File: src/tesp_pkg.sv
// Shared types and constants for the tree entry stream parser.
package tesp_pkg;

    localparam int MAX_ENTRIES = 1024;
    localparam int NAME_BYTES  = 256;
    localparam int HASH_BYTES  = 32;
    localparam int MODE_CHARS  = 16;

    localparam int DATA_W     = 8;
    localparam int POS_W      = 8;
    localparam int COUNT_W    = 11;
    localparam int MODE_W     = 32;
    localparam int MODE_LEN_W = 5;

    localparam logic [DATA_W-1:0] CHAR_SPACE = 8'h20;
    localparam logic [DATA_W-1:0] CHAR_NUL   = 8'h00;
    localparam logic [4:0]        OCTAL_HIGH = 5'b00110;  // '0'..'7' share these bits

    typedef enum logic [1:0]
    {
        PH_MODE = 2'd0,
        PH_NAME = 2'd1,
        PH_HASH = 2'd2
    } phase_t;

    typedef enum logic [2:0]
    {
        ROLE_MODE    = 3'd0,
        ROLE_SEP     = 3'd1,
        ROLE_NAME    = 3'd2,
        ROLE_NUL     = 3'd3,
        ROLE_HASH    = 3'd4,
        ROLE_IGNORED = 3'd5
    } byte_role_t;

    typedef enum logic [1:0]
    {
        ST_BUSY  = 2'd0,
        ST_DONE  = 2'd1,
        ST_ERROR = 2'd2
    } status_t;

    typedef struct packed
    {
        phase_t                  phase;
        logic [MODE_LEN_W-1:0]   mode_cnt;
        logic [MODE_W-1:0]       mode_acc;
        logic                    octal_stopped;
        logic [POS_W-1:0]        field_cnt;
        logic [COUNT_W-1:0]      completed;
        logic                    error_seen;
    } parse_state_t;

    typedef struct packed
    {
        byte_role_t              byte_role;
        logic [POS_W-1:0]        field_position;
        logic [COUNT_W-1:0]      entry_index;
        logic [MODE_W-1:0]       mode_value;
        logic                    entry_done;
        logic [COUNT_W-1:0]      entry_count;
        status_t                 status;
    } parse_result_t;

endpackage

File: src/tesp_if.sv
// Byte input and tagged result channel interfaces.
interface tesp_in_if;
    logic                          valid;
    logic                          ready;
    logic [tesp_pkg::DATA_W-1:0]   data_byte;
    logic                          first_byte;
    logic                          last_byte;

    modport source (output valid, output data_byte, output first_byte, output last_byte,
                    input ready);
    modport sink   (input valid, input data_byte, input first_byte, input last_byte,
                    output ready);
endinterface

interface tesp_out_if;
    logic                          valid;
    logic                          ready;
    logic [2:0]                    byte_role;
    logic [tesp_pkg::POS_W-1:0]    field_position;
    logic [tesp_pkg::COUNT_W-1:0]  entry_index;
    logic [tesp_pkg::MODE_W-1:0]   mode_value;
    logic                          entry_done;
    logic [tesp_pkg::COUNT_W-1:0]  entry_count;
    logic [1:0]                    status;

    modport source (output valid, output byte_role, output field_position,
                    output entry_index, output mode_value, output entry_done,
                    output entry_count, output status, input ready);
    modport sink   (input valid, input byte_role, input field_position,
                    input entry_index, input mode_value, input entry_done,
                    input entry_count, input status, output ready);
endinterface

File: src/tesp_step.sv
// Per-byte next-state and tag logic of the tree entry parser.
module tesp_step
(
    input  tesp_pkg::parse_state_t          cur,
    input  logic [tesp_pkg::DATA_W-1:0]     data_byte,
    input  logic                            first_byte,
    input  logic                            last_byte,
    output tesp_pkg::parse_state_t          nxt,
    output tesp_pkg::parse_result_t         res
);

    tesp_pkg::parse_state_t s;
    logic active;
    logic is_octal;
    logic mode_full;
    logic name_full;
    logic hash_full;
    logic at_boundary;

    function automatic logic [tesp_pkg::COUNT_W-1:0] COUNT_MAX();
        return tesp_pkg::COUNT_W'(tesp_pkg::MAX_ENTRIES);
    endfunction

    assign is_octal  = (data_byte[7:3] == tesp_pkg::OCTAL_HIGH);

    always_comb
    begin
        s = cur;
        if (first_byte)
        begin
            s.phase         = tesp_pkg::PH_MODE;
            s.mode_cnt      = '0;
            s.mode_acc      = '0;
            s.octal_stopped = 1'b0;
            s.field_cnt     = '0;
            s.completed     = '0;
            s.error_seen    = 1'b0;
        end

        mode_full = (({1'b0, s.mode_cnt} + 6'd1) >= 6'(tesp_pkg::MODE_CHARS));
        name_full = (({1'b0, s.field_cnt} + 9'd1) >= 9'(tesp_pkg::NAME_BYTES));
        hash_full = (({1'b0, s.field_cnt} + 9'd1) >= 9'(tesp_pkg::HASH_BYTES));

        nxt                = s;
        res.byte_role      = tesp_pkg::ROLE_IGNORED;
        res.field_position = '0;
        res.entry_index    = s.completed;
        res.mode_value     = '0;
        res.entry_done     = 1'b0;

        active = !s.error_seen && (s.completed < COUNT_MAX());

        if (active)
        begin
            case (s.phase)
                tesp_pkg::PH_MODE:
                begin
                    res.field_position = {3'b000, s.mode_cnt};
                    if (data_byte == tesp_pkg::CHAR_SPACE)
                    begin
                        res.byte_role = tesp_pkg::ROLE_SEP;
                        nxt.phase     = tesp_pkg::PH_NAME;
                        nxt.field_cnt = '0;
                    end
                    else
                    begin
                        res.byte_role = tesp_pkg::ROLE_MODE;
                        if (!s.octal_stopped && is_octal)
                            nxt.mode_acc = {s.mode_acc[tesp_pkg::MODE_W-4:0], data_byte[2:0]};
                        else
                            nxt.octal_stopped = 1'b1;
                        nxt.mode_cnt = s.mode_cnt + 5'd1;
                        if (mode_full)
                            nxt.error_seen = 1'b1;
                    end
                end
                tesp_pkg::PH_NAME:
                begin
                    res.field_position = s.field_cnt;
                    if (data_byte == tesp_pkg::CHAR_NUL)
                    begin
                        res.byte_role = tesp_pkg::ROLE_NUL;
                        nxt.phase     = tesp_pkg::PH_HASH;
                        nxt.field_cnt = '0;
                    end
                    else
                    begin
                        res.byte_role = tesp_pkg::ROLE_NAME;
                        if (name_full)
                            nxt.error_seen = 1'b1;
                        else
                            nxt.field_cnt = s.field_cnt + 8'd1;
                    end
                end
                default:
                begin
                    // hash field; the unused phase code behaves the same
                    res.byte_role      = tesp_pkg::ROLE_HASH;
                    res.field_position = s.field_cnt;
                    if (hash_full)
                    begin
                        res.entry_done = 1'b1;
                        nxt.completed  = s.completed + 11'd1;
                    end
                    else
                    begin
                        nxt.field_cnt = s.field_cnt + 8'd1;
                    end
                end
            endcase

            res.mode_value = nxt.mode_acc;

            if (res.entry_done)
            begin
                nxt.phase         = tesp_pkg::PH_MODE;
                nxt.mode_cnt      = '0;
                nxt.mode_acc      = '0;
                nxt.octal_stopped = 1'b0;
                nxt.field_cnt     = '0;
            end
        end

        at_boundary = (nxt.phase == tesp_pkg::PH_MODE) && (nxt.mode_cnt == '0);
        if (last_byte && !nxt.error_seen && (nxt.completed < COUNT_MAX()) && !at_boundary)
            nxt.error_seen = 1'b1;

        if (nxt.error_seen)
            res.status = tesp_pkg::ST_ERROR;
        else if ((nxt.completed >= COUNT_MAX()) || last_byte)
            res.status = tesp_pkg::ST_DONE;
        else
            res.status = tesp_pkg::ST_BUSY;

        res.entry_count = nxt.completed;
    end

endmodule

File: src/tree_entry_stream_parser.sv
// Top level of the tree entry stream parser: parse state and result register.
//
// Takes one byte of a serialised tree object per cycle and returns one tagged
// result per byte, in the cycle after the input transfer. The parse state
// (phase, mode text, field counter, entry count, sticky error) is updated in
// the same cycle the byte is taken, so bytes flow at one per clock for as long
// as the result side keeps taking them; a single result register parts the two
// channels and input is held off only while that register is full and stalled.
// Assert first_byte on the opening byte of each object to restart the parse.
module tree_entry_stream_parser
(
    input  logic         clk,
    input  logic         rst_n,
    tesp_in_if.sink      in_stream,
    tesp_out_if.source   out_stream
);

    tesp_pkg::parse_state_t  state_reg;
    tesp_pkg::parse_state_t  state_next;
    tesp_pkg::parse_result_t result_reg;
    tesp_pkg::parse_result_t result_next;
    logic                    out_valid_reg;
    logic                    in_xfer;

    assign in_stream.ready = !out_valid_reg || out_stream.ready;
    assign in_xfer         = in_stream.valid && in_stream.ready;

    tesp_step u_step
    (
        .cur        (state_reg),
        .data_byte  (in_stream.data_byte),
        .first_byte (in_stream.first_byte),
        .last_byte  (in_stream.last_byte),
        .nxt        (state_next),
        .res        (result_next)
    );

    always_ff @(posedge clk or negedge rst_n)
    begin
        if (!rst_n)
        begin
            state_reg.phase         <= tesp_pkg::PH_MODE;
            state_reg.mode_cnt      <= '0;
            state_reg.mode_acc      <= '0;
            state_reg.octal_stopped <= 1'b0;
            state_reg.field_cnt     <= '0;
            state_reg.completed     <= '0;
            state_reg.error_seen    <= 1'b0;
            out_valid_reg           <= 1'b0;
        end
        else
        begin
            if (in_xfer)
                state_reg <= state_next;
            if (in_xfer)
                out_valid_reg <= 1'b1;
            else if (out_stream.ready)
                out_valid_reg <= 1'b0;
        end
    end

    // result payload: no reset needed
    always_ff @(posedge clk)
    begin
        if (in_xfer)
            result_reg <= result_next;
    end

    assign out_stream.valid          = out_valid_reg;
    assign out_stream.byte_role      = result_reg.byte_role;
    assign out_stream.field_position = result_reg.field_position;
    assign out_stream.entry_index    = result_reg.entry_index;
    assign out_stream.mode_value     = result_reg.mode_value;
    assign out_stream.entry_done     = result_reg.entry_done;
    assign out_stream.entry_count    = result_reg.entry_count;
    assign out_stream.status         = result_reg.status;

endmodule

File: src/flat_wrapper.sv
// flat-port wrapper written by rule: the top's interface ports become plain ports
module tree_entry_stream_parser_flat 
  (clk, rst_n, in_stream_valid, in_stream_data_byte, in_stream_first_byte, in_stream_last_byte, in_stream_ready, out_stream_valid, out_stream_byte_role, out_stream_field_position, out_stream_entry_index, out_stream_mode_value, out_stream_entry_done, out_stream_entry_count, out_stream_status, out_stream_ready);
  tesp_in_if in_stream_i ();
  tesp_out_if out_stream_i ();
  input  logic clk;
  input  logic rst_n;
  input wire logic [$bits(in_stream_i.valid)-1:0] in_stream_valid;
  input wire logic [$bits(in_stream_i.data_byte)-1:0] in_stream_data_byte;
  input wire logic [$bits(in_stream_i.first_byte)-1:0] in_stream_first_byte;
  input wire logic [$bits(in_stream_i.last_byte)-1:0] in_stream_last_byte;
  output wire logic [$bits(in_stream_i.ready)-1:0] in_stream_ready;
  output wire logic [$bits(out_stream_i.valid)-1:0] out_stream_valid;
  output wire logic [$bits(out_stream_i.byte_role)-1:0] out_stream_byte_role;
  output wire logic [$bits(out_stream_i.field_position)-1:0] out_stream_field_position;
  output wire logic [$bits(out_stream_i.entry_index)-1:0] out_stream_entry_index;
  output wire logic [$bits(out_stream_i.mode_value)-1:0] out_stream_mode_value;
  output wire logic [$bits(out_stream_i.entry_done)-1:0] out_stream_entry_done;
  output wire logic [$bits(out_stream_i.entry_count)-1:0] out_stream_entry_count;
  output wire logic [$bits(out_stream_i.status)-1:0] out_stream_status;
  input wire logic [$bits(out_stream_i.ready)-1:0] out_stream_ready;
  assign in_stream_i.valid = in_stream_valid;
  assign in_stream_i.data_byte = in_stream_data_byte;
  assign in_stream_i.first_byte = in_stream_first_byte;
  assign in_stream_i.last_byte = in_stream_last_byte;
  assign in_stream_ready = in_stream_i.ready;
  assign out_stream_valid = out_stream_i.valid;
  assign out_stream_byte_role = out_stream_i.byte_role;
  assign out_stream_field_position = out_stream_i.field_position;
  assign out_stream_entry_index = out_stream_i.entry_index;
  assign out_stream_mode_value = out_stream_i.mode_value;
  assign out_stream_entry_done = out_stream_i.entry_done;
  assign out_stream_entry_count = out_stream_i.entry_count;
  assign out_stream_status = out_stream_i.status;
  assign out_stream_i.ready = out_stream_ready;
  tree_entry_stream_parser u_core (.clk(clk), .rst_n(rst_n), .in_stream(in_stream_i), .out_stream(out_stream_i));
endmodule
File: config.mk
export PLATFORM = sky130hd
export DESIGN_NAME = tree_entry_stream_parser_flat
export DESIGN_NICKNAME = d
export VERILOG_FILES = /design/src/tesp_pkg.sv /design/src/tesp_if.sv /design/src/tesp_step.sv /design/src/tree_entry_stream_parser.sv /design/src/flat_wrapper.sv
export SDC_FILE = /design/constraint.sdc
export NUM_CORES = 1
export LEC_CHECK = 0
export ABC_AREA = 1
export BUFFER_PORTS_ARGS = -buffer_cell sky130_fd_sc_hd__clkbuf_2
export CELL_PAD_IN_SITES_DETAIL_PLACEMENT = 0
export CELL_PAD_IN_SITES_GLOBAL_PLACEMENT = 1
export CORE_UTILIZATION = 32
export DETAILED_ROUTE_END_ITERATION = 8
export PLACE_DENSITY_LB_ADDON = 0.1
export SETUP_SLACK_MARGIN = 0.02
export SLEW_MARGIN = 10
export SYNTH_ARGS = -nofsm -noshare
export SYNTH_HDL_FRONTEND = slang
export SYNTH_SLANG_ARGS = --single-unit
File: constraint.sdc
create_clock -name clk -period 3.8 [get_ports clk]
set_clock_uncertainty 0.1 [all_clocks]
set_input_delay 0.76 -clock clk [delete_from_list [all_inputs] [get_ports clk]]
set_output_delay 0.76 -clock clk [all_outputs]
set_load 0.005 [all_outputs]
# Word level (Yosys, flattened, before mapping)
# Cells that the tools add are included.
# totals
elab_cells,81
input_bits,14
output_inout_bits,70
register_bits,129
# classes
magnitude_cmp,6
n_eq_ne,3
reduce_logical,20
n_addsub,5
mux,32
# op_table
operator,count
60-bit two-way mux,2
38-bit two-way mux,2
48-bit two-way mux,1
32-bit two-way mux,1
8-bit two-way mux,4
"11-bit < comparator, second input constant",2
11-bit two-way mux,2
11-bit one-hot mux with 2 select lines,1
8-bit one-hot mux with 2 select lines,1
1-bit two-way mux,14
"11-bit by 1-bit adder with 11-bit output, second input constant",1
"11-bit greater-or-equal comparator, second input constant",1
"8-bit by 1-bit adder with 9-bit output, second input constant",1
"9-bit by 6-bit greater-or-equal comparator with 1-bit output, second input constant",1
"9-bit greater-or-equal comparator, second input constant",1
"8-bit by 1-bit adder with 8-bit output, second input constant",1
"8-bit by 6-bit == test with 1-bit output, second input constant",1
8-bit zero test,1
1-bit logical AND,7
"5-bit by 1-bit adder with 6-bit output, second input constant",1
"6-bit by 5-bit greater-or-equal comparator with 1-bit output, second input constant",1
"5-bit by 1-bit adder with 5-bit output, second input constant",1
"5-bit by 3-bit == test with 1-bit output, second input constant",1
1-bit zero test,5
9 further kinds,12

# Depth between registers and ports, before layout
# Gate-level depths: netlist of run 1.
# logic_depth
depth_word,13
mapped_depth,22
ltp_nobuf,20

# Cells and area by module
# From an unflattened synthesis of run 1, not the netlist that was laid out.
# unflattened
cells_unflattened,841
area_unflattened_um2,6894.1
# modules_own_cells
module,seq_area_each_um2,cells_per_inst,instances,area_each_um2
tree_entry_stream_parser,3568.4,333,1,4485.6
tesp_step,0.0,508,1,2408.6

# Least setup slack after synthesis of run 1
# OpenSTA, ideal clock, no wires.
# synth_timing
kind,input to register
startpoint,in in_stream_first_byte
endpoint,"reg u_core.result_reg (netlist bit u_core.out_stream.status[0]), data pin"
setup_time_ps,253
slack_ps,806
path_buffers,3
cell_stages,20
arrival_ps,2642
required_time_ps,3447
cell_sequence,buf_6 -> buf_2 -> nor2_1 -> ha_1 -> nand2_1 -> nor2_4 -> nand2_2 -> nand2_1 -> nand2_1 -> nor2_2 -> nand2_4 -> nand2_4 -> buf_6 -> o21ai_1 -> nand2_1 -> inv_1 -> nand2_1 -> nand2_1 -> nand2_2 -> nor2_1
# synth_rtl
element,line_no,source
from (decl),flat_wrapper.sv:10,input wire logic [$bits(in_stream_i.first_byte)-1:0] in_stream_first_byte;
to (signal assigned),tree_entry_stream_parser.sv:66,result_reg <= result_next;
to (decl),tree_entry_stream_parser.sv:20,tesp_pkg::parse_result_t result_reg;

==> qor.yml, run 1 <==
status:
  outcome: "completed"
clock_network:
  clk_latency_ns: 0.43
  postCtsSetupRepairBufs: 0
  cts_tree: "built"
  cts_buffer_depth: 2
  post_cts_resize_count: 0
  path_clk_slew_ns: 0.06
  cts_max_level: 4
  clock_sink_count: 129
  clock_tree.root_cell: "clkbuf_16"
  cts_hold_repair.buffers: 0
  numCtsBuffers: 17
route:
  routedWlPerCell_um: 15.9
  drt_drc_violations_left: 0
  ant_nets: 0
  initialDrtViolationCount: 313
  number_of_optimization_iterations_in_the_first_detailed_route_pass: 5
  vias_per_cell: 4.77
  wl_um: 17200
  detailroute.via_count: 5175
flow_run:
  max_cap_viol_count: 0
power_and_ir_drop:
  portion_of_total_power_attributed_to_the_clock_network_pct: 44.4
  power_switching_share_pct: 26.8
  comb_power_share_pct: 12.5
  design_power_total_mw: 3.80
  reported_leakage_power_nw: 3.67
  powerDensity_mw_per_mm2: 487
  worst_ir_drop_vdd_mv: 0.285
  switchingPower_mw: 1.02
  internal_power_mw: 2.78
  portion_of_total_power_attributed_to_sequential_cells_pct: 43.0
final_layout:
  final_antenna_diode_count: 0
  fin_util_pct: 39.7
  mostFrequentLayoutCell: "nand2_1"
  num-nets-final: 824
  drive_gt1_share_pct: 18.9
  final_cells: 1085
  largest_register_ff_count: 60
  final_cell_mix: "140 x nand2_1, 99 x inv_1, 88 x o21ai_0, 83 x clkbuf_2, 68 x edfxtp_1"
  final_design_area_no_fill_mm2: 0.00781
  synthToLayoutAreaGrowth_pct: 20.4
  nFillCells: 2045
floorplan:
  die-height_um: 144
  die-area_mm2: 0.0208
  io_pins: 84
  num_rows: 51
  floorplan.initialDensity_pct: 33.0
  dieWidth_um: 144
  floorplan.core_area_mm2: 0.0197
synthesis:
  number_of_synthesized_register_bits: 129
  syn-num-nets: 746
  synth_top_area_cell: "edfxtp_1"
  yosys.area.top_type_share_pct: 31.5
  synth_cells: 729
  synthDistinctLibCells: 39
  synth.cell_area_mm2: 0.00648
  synthTopCellsByArea: "edfxtp_1 31%, dfrtp_1 24%, nand2_1 8.2%"
  synth.avg_cell_area_um2: 8.89
  yosysSeqAreaShare_pct: 55.0
  yosys_warning_count: 0
timing:
  fin_setup_tns_ns: 0
  setup_repair_after_global_routing_missed_its_margin: "false"
  finalHoldViolCount: 0
  setup_violations: 0
  layout_min_cycle_time_ns: 2.72
  report.final.slew_viol_count: 0
  tightest_slew_ns: 0.975
  slew_headroom_pct: 35.0
  maxClockFrequency_mhz: 367
  finalCritPeriodShare_pct: 71.7
setup_path:
  setup.worst_path.start_class: "input port"
  worstSetupPathType: "input port to register"
  arrival_ns: 2.79
  endpoint_kind: "register"
  critical_path.max_fanout: 12
  worst-endpoint-required_ns: 3.87
place:
  number_of_i_o_port_buffers: 83
  place_hpwl_um: 11200
  gp_congestion: 0.818
  dp.cells: 1053
  place_area_mm2: 0.00720
grt:
  first_pass_grt_wire_length_um: 28000
  grt_pass1_vias: 5154
  largest_net_degree_at_the_start_of_global_routing: 89
  grt_antenna_before_repair: 0
  overflow: 0
  globalRouteTotalUtil_pct: 17.8
min_path:
  min_delay_worst_type: "input port to asynchronous set/reset pin"
worst max-delay path: stages:
cell	delay, ns
clkbuf_2	0.15
clkinv_4	0.11
nand2_4	0.07
inv_1	0.08
ha_1	0.19
nand2_1	0.10
nor2_4	0.16
nand2_2	0.09
nand2_1	0.06
nand2_1	0.06
nor2_2	0.18
nand2_4	0.10
nand2_4	0.19
inv_4	0.08
o21ai_0	0.33
inv_1	0.07
kinds of logic after synthesis:
family | Yosys count | share of synthesized area, %
and+or+nand+nor | 245 | 16.8
AOI/OAI and AO/OA | 199 | 17.1
buffers and inverters | 142 | 8.80
DFF | 129 | 55.0
xor gates and xnor gates | 11 | 1.72
adders and majority gates | 3 | 0.579
final timing paths:
kind	startpoint	end	slack [ns]	depth (start not counted)
max in group asynchronous	rst_n	u_core.state_reg[34]	2.50	2
worst min register to register	u_core.state_reg[51]	u_core.state_reg[51]	0.39	2
worst max-delay path	in_stream_first_byte	u_core.out_stream.entry_count[1]	1.08	16
worst max register to register	u_core.state_reg[12]	u_core.out_stream.entry_count[1]	1.20	14
min in group clk	u_core.state_reg[51]	u_core.state_reg[51]	0.39	2
worst min-delay path	rst_n	u_core.state_reg[7]	0.39	1
synth_stat cells:
master     number
inv_1          99
o311ai_0        1
nor2_8          1
clkinv_1        1
buf_2          12
clkinv_4        1
buf_6           2
a21oi_1        49
o21ai_0        88
o211ai_1        2
xnor2_2         1
buf_1           1
inv_2           1
ha_1            3
nand2_2         5
a31oi_1         1
nand2_4         4
edfxtp_1       68
or2_0           1
a221oi_1        1
nand4_1         8
nor2_2          5
xnor2_1         2
dfrtp_1        61
o2111ai_1       3
nor2_4          3
o21ai_2         1
nor3_4          1
nand3_1        22
xor2_2          1
inv_4           1
nand2_1       141
o22ai_1         2
nor3_1          9
xor2_1          7
o21ai_1        19
clkbuf_1       24
a22oi_1        32
nor2_1         45
metal layers:
metal	share of wire (%)	track usage [%]
met3	3.7	3.58
met4	1.4	6.26
met5	0	0
met1	47	24.0
met2	48	28.5
power groups by stage:
| stage | sequential [mW] | combinational (mW) | clock [mW] |
|---|---|---|---|
| after floorplan | 1.66 | 0.291 | 0 |
| after global placement | 1.66 | 0.485 | 0 |
| after detailed placement | 1.66 | 0.484 | 0 |
| after CTS | 1.64 | 0.486 | 1.73 |
| after global routing | 1.65 | 0.543 | 1.77 |
| final | 1.64 | 0.477 | 1.69 |
stage by stage:
| step | worst slack [ns] | hold WS, ns |
|---|---|---|
| final | 1.08 | 0.386 |
| after global routing | 0.838 | 0.406 |
| after CTS | 1.08 | 0.389 |
| after detailed placement | 0.657 | 0.373 |
| after global placement | 0.689 | 0.366 |
| after floorplan | 0.806 | 0.353 |
final cells by class:
type | instances | area, µm² | area share (%)
sequential | 129 | 3570 | 45.7
multi-input combinational | 458 | 2360 | 30.2
timing repair buffer | 98 | 553 | 7.08
clock buffer | 19 | 443 | 5.67
inverter | 103 | 395 | 5.06
tap | 265 | 332 | 4.25
clock inverter | 13 | 160 | 2.05
Note: power is estimated with default switching activity, not from simulation.
==> run 2, diff against run 1 <==
--- a/config.mk
+++ b/config.mk
@@ -5,7 +5,7 @@
 export SDC_FILE = /design/constraint.sdc
 export NUM_CORES = 1
 export LEC_CHECK = 0
-export ABC_AREA = 1
+export ABC_AREA = 0
 export BUFFER_PORTS_ARGS = -buffer_cell sky130_fd_sc_hd__clkbuf_2
 export CELL_PAD_IN_SITES_DETAIL_PLACEMENT = 0
 export CELL_PAD_IN_SITES_GLOBAL_PLACEMENT = 1
==> constraint.sdc (replaced) <==
create_clock -name clk -period 2.5 [get_ports clk]
set_clock_uncertainty 0.1 [all_clocks]
set_input_delay 0.5 -clock clk [delete_from_list [all_inputs] [get_ports clk]]
set_output_delay 0.5 -clock clk [all_outputs]
set_load 0.005 [all_outputs]
==> qor.yml, run 2 <==
setup_path:
  reg2reg_to: "u_core.state_reg[5]"
  rr_startpoint: "u_core.state_reg[12]"
  critical_path.max_fanout: 9
  worst_r2r_path_depth: 9
  worst-endpoint-required_ns: 2.70
  setup.worst_path.start_class: "register"
  arrival_ns: 2.63
  worstSetupPathType: "register to register"
  regToRegSetupSlack_ns: 0.06
  endpoint_kind: "register"
timing:
  finalHoldViolCount: 1
  report.final.slew_viol_count: 0
  layout_min_cycle_time_ns: 2.44
  hold_slack_ns: -0.0000706
  setup_repair_after_global_routing_missed_its_margin: "true"
  tightest_slew_ns: 0.767
  finalCritPeriodShare_pct: 97.4
  setup_violations: 0
  slew_headroom_pct: 48.4
  maxClockFrequency_mhz: 411
synthesis:
  synthTopCellsByArea: "edfxtp_1 34%, dfrtp_1 25%, nand2_1 7.2%"
  number_of_synthesized_register_bits: 129
  synth.cell_area_mm2: 0.00605
  synth_top_area_cell: "edfxtp_1"
  synth-async-reset-ratio_pct: 47.3
  yosys.area.top_type_share_pct: 33.7
  synth_top_flop_cell: "edfxtp_1"
  yosysSeqAreaShare_pct: 58.9
  synth.avg_cell_area_um2: 10.9
  synth_enable_flop_cells: 68
  syn-num-nets: 570
  cell_with_the_most_instances_after_synthesis: "nand2_1"
  netlist_top_cells_count: "116 x nand2_1, 68 x edfxtp_1, 61 x dfrtp_1"
  synth_cells: 553
  yosys_warning_count: 0
  synthDistinctLibCells: 64
clock_network:
  path_clk_slew_ns: 0.06
  clock_sink_count: 129
  cts_max_level: 4
  clock_tree.root_cell: "clkbuf_16"
  clk_latency_ns: 0.41
  cts_hold_repair.buffers: 0
  cts_buffer_depth: 2
  cts_tree: "built"
  numCtsBuffers: 17
grt:
  grt_pass1_vias: 4898
  grt_antenna_before_repair: 0
  first_pass_grt_wire_length_um: 26700
  globalRouteTotalUtil_pct: 17.9
  overflow: 0
  largest_net_degree_at_the_start_of_global_routing: 62
power_and_ir_drop:
  powerDensity_mw_per_mm2: 722
  reported_leakage_power_nw: 3.31
  worst_ir_drop_vdd_mv: 0.421
floorplan:
  num_rows: 49
  floorplan.initialDensity_pct: 33.1
  die-height_um: 140
  dieWidth_um: 140
  die-area_mm2: 0.0195
  io_pins: 84
  floorplan.core_area_mm2: 0.0183
final_layout:
  num-nets-final: 702
  mostFrequentLayoutCell: "nand2_1"
  drive_gt1_share_pct: 28.7
  nFillCells: 1799
  final_antenna_diode_count: 0
  largest_register_ff_count: 60
  final_cells: 927
  synthToLayoutAreaGrowth_pct: 28.8
  final_cell_mix: "116 x nand2_1, 83 x clkbuf_2, 68 x edfxtp_1, 61 x dfrtp_1, 55 x buf_4"
place:
  gp_congestion: 0.833
  dp.cells: 893
  place_hpwl_um: 11000
  number_of_i_o_port_buffers: 83
route:
  ant_nets: 0
  detailroute.via_count: 4888
  vias_per_cell: 5.27
  routedWlPerCell_um: 18.1
  initialDrtViolationCount: 303
  drt_drc_violations_left: 0
  wl_um: 16800
  number_of_optimization_iterations_in_the_first_detailed_route_pass: 5
status:
  outcome: "complete, but fails checks"
  failed_checks: "negative hold slack"
flow_run:
  max_cap_viol_count: 0
min_path:
  min_delay_worst_type: "input port to asynchronous set/reset pin"
run 2: cell types whose count changed in the layout (fill, tap and decap cells not counted), moves of 14 or more:
cell     delta
nand2_1    -24
inv_1      -94
nand3_1    -14
a22oi_1    -32
nor2_1     -27
buf_4      +42
o21ai_1    -14
o21ai_0    -72
a22o_1     +34
nor2b_1    +14
run 2: what timing repair did:
item | CTS | global route
setup endpoints to repair | 0 | 10
buffers inserted | 0 | 2
resized for setup | 0 | 4
endpoints found under the hold margin | 0 | 0
run 2: cell type report:
class / instances / area (µm²) / share of cell area [%]
flip-flops and latches: 129 / 3570 / 45.7
multi-input cells: 385 / 2340 / 30.0
repair buffers: 144 / 948 / 12.2
clock buffers: 19 / 453 / 5.81
well taps: 229 / 287 / 3.67
clock inverters: 13 / 158 / 2.02
inverters: 8 / 43.8 / 0.561
run 2: stage by stage:
| stage | total power, mW | setup slack (ns) | instance area (µm²) | utilization (%) | TNS [ns] |
|---|---|---|---|---|---|
| 2_1_floorplan | 2.78 | -0.526 | 6120 | - | -10.54 |
| 3_3_place_gp | 3.09 | -0.145 | 7150 | 39.2 | -1.89 |
| 3_5_place_dp | 3.09 | -0.145 | 7150 | 39.2 | -1.87 |
| 4_1_cts | 5.69 | 0.0901 | 7760 | 42.5 | 0 |
| 5_1_grt | 5.84 | -0.0162 | 7800 | 42.7 | -0.0668 |
| 6_report | 5.63 | 0.0644 | 7800 | 42.7 | 0 |
run 2: logic make-up after synthesis:
family	after synthesis	synth area share [%]
simple gates	215	17.5
compound gates	150	17.3
flops	129	58.9
buf+inv	39	3.12
xor+xnor	13	1.88
mux	4	0.682
fa+ha+maj	3	0.620
run 2: worst max-delay path by stage:
stage,from,end,slack [ns],depth (start not counted)
6_report,u_core.state_reg[12],u_core.state_reg[5],0.06,9
5_1_grt,u_core.state_reg[12],u_core.out_stream.entry_count[8],-0.02,9
4_1_cts,u_core.state_reg[12],u_core.state_reg[5],0.09,9
3_5_place_dp,in_stream_first_byte,u_core.state_reg[5],-0.14,11
3_3_place_gp,in_stream_first_byte,u_core.state_reg[5],-0.14,11
2_1_floorplan,in_stream_first_byte,u_core.out_stream.entry_count[8],-0.53,14
run 2: power breakdown:
group	total [mW]	leakage, nW	internal, mW	switching, mW
clock network	2.58	0.293	1.62	0.958
logic	0.620	1.51	0.251	0.369
registers	2.43	1.51	2.35	0.0874
total	5.63	3.31	4.22	1.41
run 2: layer usage:
metal  routed length, µm  up-vias  GRT usage, %
li1                    -     2316             -
met1                7810     2450          23.4
met2                8120      104          29.4
met3                 599       18          4.03
met4                 247        0          5.61
met5                   0        -             0
run 2: worst max-delay path, stage by stage, from the launching register on:
cell and delay, ns:
dfrtp_1 0.42, nand2_1 0.09, inv_1 0.06, ha_2 0.18
a211oi_2 0.06, and4_4 0.21, or4_4 0.60, clkinv_8 0.12
nand4_2 0.15, a221o_1 0.34
==> run 3, diff against run 2 <==
--- a/config.mk
+++ b/config.mk
@@ -5,7 +5,7 @@
 export SDC_FILE = /design/constraint.sdc
 export NUM_CORES = 1
 export LEC_CHECK = 0
-export ABC_AREA = 0
+export ABC_AREA = 1
 export BUFFER_PORTS_ARGS = -buffer_cell sky130_fd_sc_hd__clkbuf_2
 export CELL_PAD_IN_SITES_DETAIL_PLACEMENT = 0
 export CELL_PAD_IN_SITES_GLOBAL_PLACEMENT = 1
==> qor.yml, run 3 (same netlist as run 1, synthesis figures left out) <==
grt:
  overflow: 0
  grt_antenna_before_repair: 0
  globalRouteTotalUtil_pct: 18.9
  grt_pass1_vias: 5608
  largest_net_degree_at_the_start_of_global_routing: 89
  first_pass_grt_wire_length_um: 29400
setup_path:
  worst_r2r_path_depth: 17
  worst_setup_path_endpoint: "u_core.out_stream.status[0]"
  critical_path.startpoint: "u_core.state_reg[12]"
  critical_path.max_fanout: 4
  regToRegSetupSlack_ns: 0.24
  reg2reg_to: "u_core.out_stream.status[0]"
  endpoint_kind: "register"
  worstSetupPathType: "register to register"
  setup.worst_path.start_class: "register"
  arrival_ns: 2.33
  rr_startpoint: "u_core.state_reg[12]"
  worst-endpoint-required_ns: 2.57
timing:
  maxClockFrequency_mhz: 443
  slew_headroom_pct: 71.6
  setup_ws_ns: 0.242
  tightest_slew_ns: 0.426
  report.final.slew_viol_count: 0
  finalHoldViolCount: 0
  setup_repair_after_global_routing_missed_its_margin: "false"
  finalCritPeriodShare_pct: 90.3
  layout_min_cycle_time_ns: 2.26
  setup_violations: 0
clock_network:
  numCtsBuffers: 17
  cts_tree: "built"
  postCtsSetupRepairBufs: 0
  cts_max_level: 4
  cts_buffer_depth: 2
  clock_sink_count: 129
  clock_tree.root_cell: "clkbuf_16"
  clk_latency_ns: 0.42
  path_clk_slew_ns: 0.06
floorplan:
  num_rows: 51
  die-area_mm2: 0.0208
  die-height_um: 144
  floorplan.core_area_mm2: 0.0197
  io_pins: 84
  floorplan.initialDensity_pct: 33.0
  dieWidth_um: 144
min_path:
  min_delay_worst_type: "input port to register"
final_layout:
  mostFrequentLayoutCell: "nand2_1"
  synthToLayoutAreaGrowth_pct: 32.7
  drive_gt1_share_pct: 28.0
  final_antenna_diode_count: 0
  final_cell_mix: "138 x nand2_1, 107 x buf_4, 97 x inv_1, 88 x o21ai_0, 83 x clkbuf_2"
  final_design_area_no_fill_mm2: 0.00860
  largest_register_ff_count: 60
  nFillCells: 1998
  num-nets-final: 922
flow_run:
  max_cap_viol_count: 0
status:
  outcome: "completed"
route:
  number_of_optimization_iterations_in_the_first_detailed_route_pass: 5
  vias_per_cell: 4.75
  wl_um: 18100
  drt_drc_violations_left: 0
  ant_nets: 0
  detailroute.via_count: 5615
  routedWlPerCell_um: 15.3
  initialDrtViolationCount: 329
power_and_ir_drop:
  power_switching_share_pct: 26.8
  comb_power_share_pct: 14.5
  portion_of_total_power_attributed_to_the_clock_network_pct: 42.5
  worst_ir_drop_vdd_mv: 0.395
  powerDensity_mw_per_mm2: 674
  reported_leakage_power_nw: 4.18
  internal_power_mw: 4.24
  switchingPower_mw: 1.55
  portion_of_total_power_attributed_to_sequential_cells_pct: 43.0
  design_power_total_mw: 5.79
place:
  place_hpwl_um: 12300
  preCtsSetupSlack_ns: -0.166
  gp_congestion: 0.818
  number_of_i_o_port_buffers: 83
  place_area_mm2: 0.00799
[run 3: changes by cell type in the layout (fill, tap and decap cells not counted), moves of 22 or more]
cell and change:
o21ai_0 +72, buf_4 +52, a22oi_1 +32, a22o_1 -34
inv_1 +92, nor2_1 +26, nand2_1 +22
[run 3: cell type report]
class                           count  area (µm²)  area share (%)
Timing Repair Buffer              196        1330            15.5
Tap cell                          265         332            3.86
Sequential cell                   129        3570            41.5
Multi-Input combinational cell    458        2400            27.9
Clock inverter                     10         111            1.29
Inverter                          103         395            4.60
Clock buffer                       22         464            5.40
[run 3: worst min path at each step]
| stage | startpoint | to | slack, ns | cells after the start |
|---|---|---|---|---|
| final | out_stream_ready | u_core.out_stream.valid | 0.29 | 4 |
| after global routing | out_stream_ready | u_core.out_stream.valid | 0.28 | 4 |
| after CTS | out_stream_ready | u_core.out_stream.valid | 0.27 | 4 |
| after detailed placement | u_core.state_reg[42] | u_core.state_reg[42] | 0.37 | 2 |
| after global placement | u_core.state_reg[43] | u_core.state_reg[43] | 0.37 | 2 |
| after floorplan | rst_n | u_core.out_stream.valid | 0.10 | 0 |
[run 3: timing repair]
action                                  in CTS  in global routing
hold buffers                                 1                  0
endpoints found under the setup margin       0                 40
gates resized for setup                      0                  5
endpoints found under the hold margin       29                  0
[run 3: per-stage QoR]
stage                     setup TNS [ns]  std cells  hold WS [ns]  util, %
after detailed placement           -5.49       1150         0.373     40.7
after global placement             -3.05       1150         0.367     40.7
after floorplan                   -0.334        729         0.104        -
final                                  0       1183         0.291     43.8
after global routing                   0       1183         0.285     43.8
after CTS                              0       1183         0.274     43.6
[run 3: critical path: stages, from the launching register on]
cell and delay, ns:
dfrtp_1 0.37, inv_2 0.07, nor2_4 0.12, ha_4 0.16, nand2_2 0.06, nor2_4 0.12
nand2_2 0.08, nand2_1 0.06, nand2_1 0.09, nor2_4 0.13, nand2_4 0.10, nand2_4 0.10
buf_4 0.11, o21ai_2 0.05, nor2_1 0.10, nand2_1 0.07, nand2_2 0.07, nor2_1 0.04
[run 3: per-layer routing]
metal	up-vias	GRT usage (%)	part of all wire, %
met4	0	6.26	1.4
met2	113	31.4	49
met1	2681	24.2	46
li1	2803	-	-
met5	-	0	0
met3	18	4.17	3.2
[run 3: power by group through the flow]
| stage | clock network (mW) | logic [mW] | registers [mW] |
|---|---|---|---|
| 2_1_floorplan | 0 | 0.457 | 2.52 |
| 3_3_place_gp | 0 | 0.849 | 2.53 |
| 3_5_place_dp | 0 | 0.848 | 2.53 |
| 4_1_cts | 2.52 | 0.854 | 2.49 |
| 5_1_grt | 2.62 | 0.941 | 2.51 |
| 6_report | 2.46 | 0.840 | 2.49 |
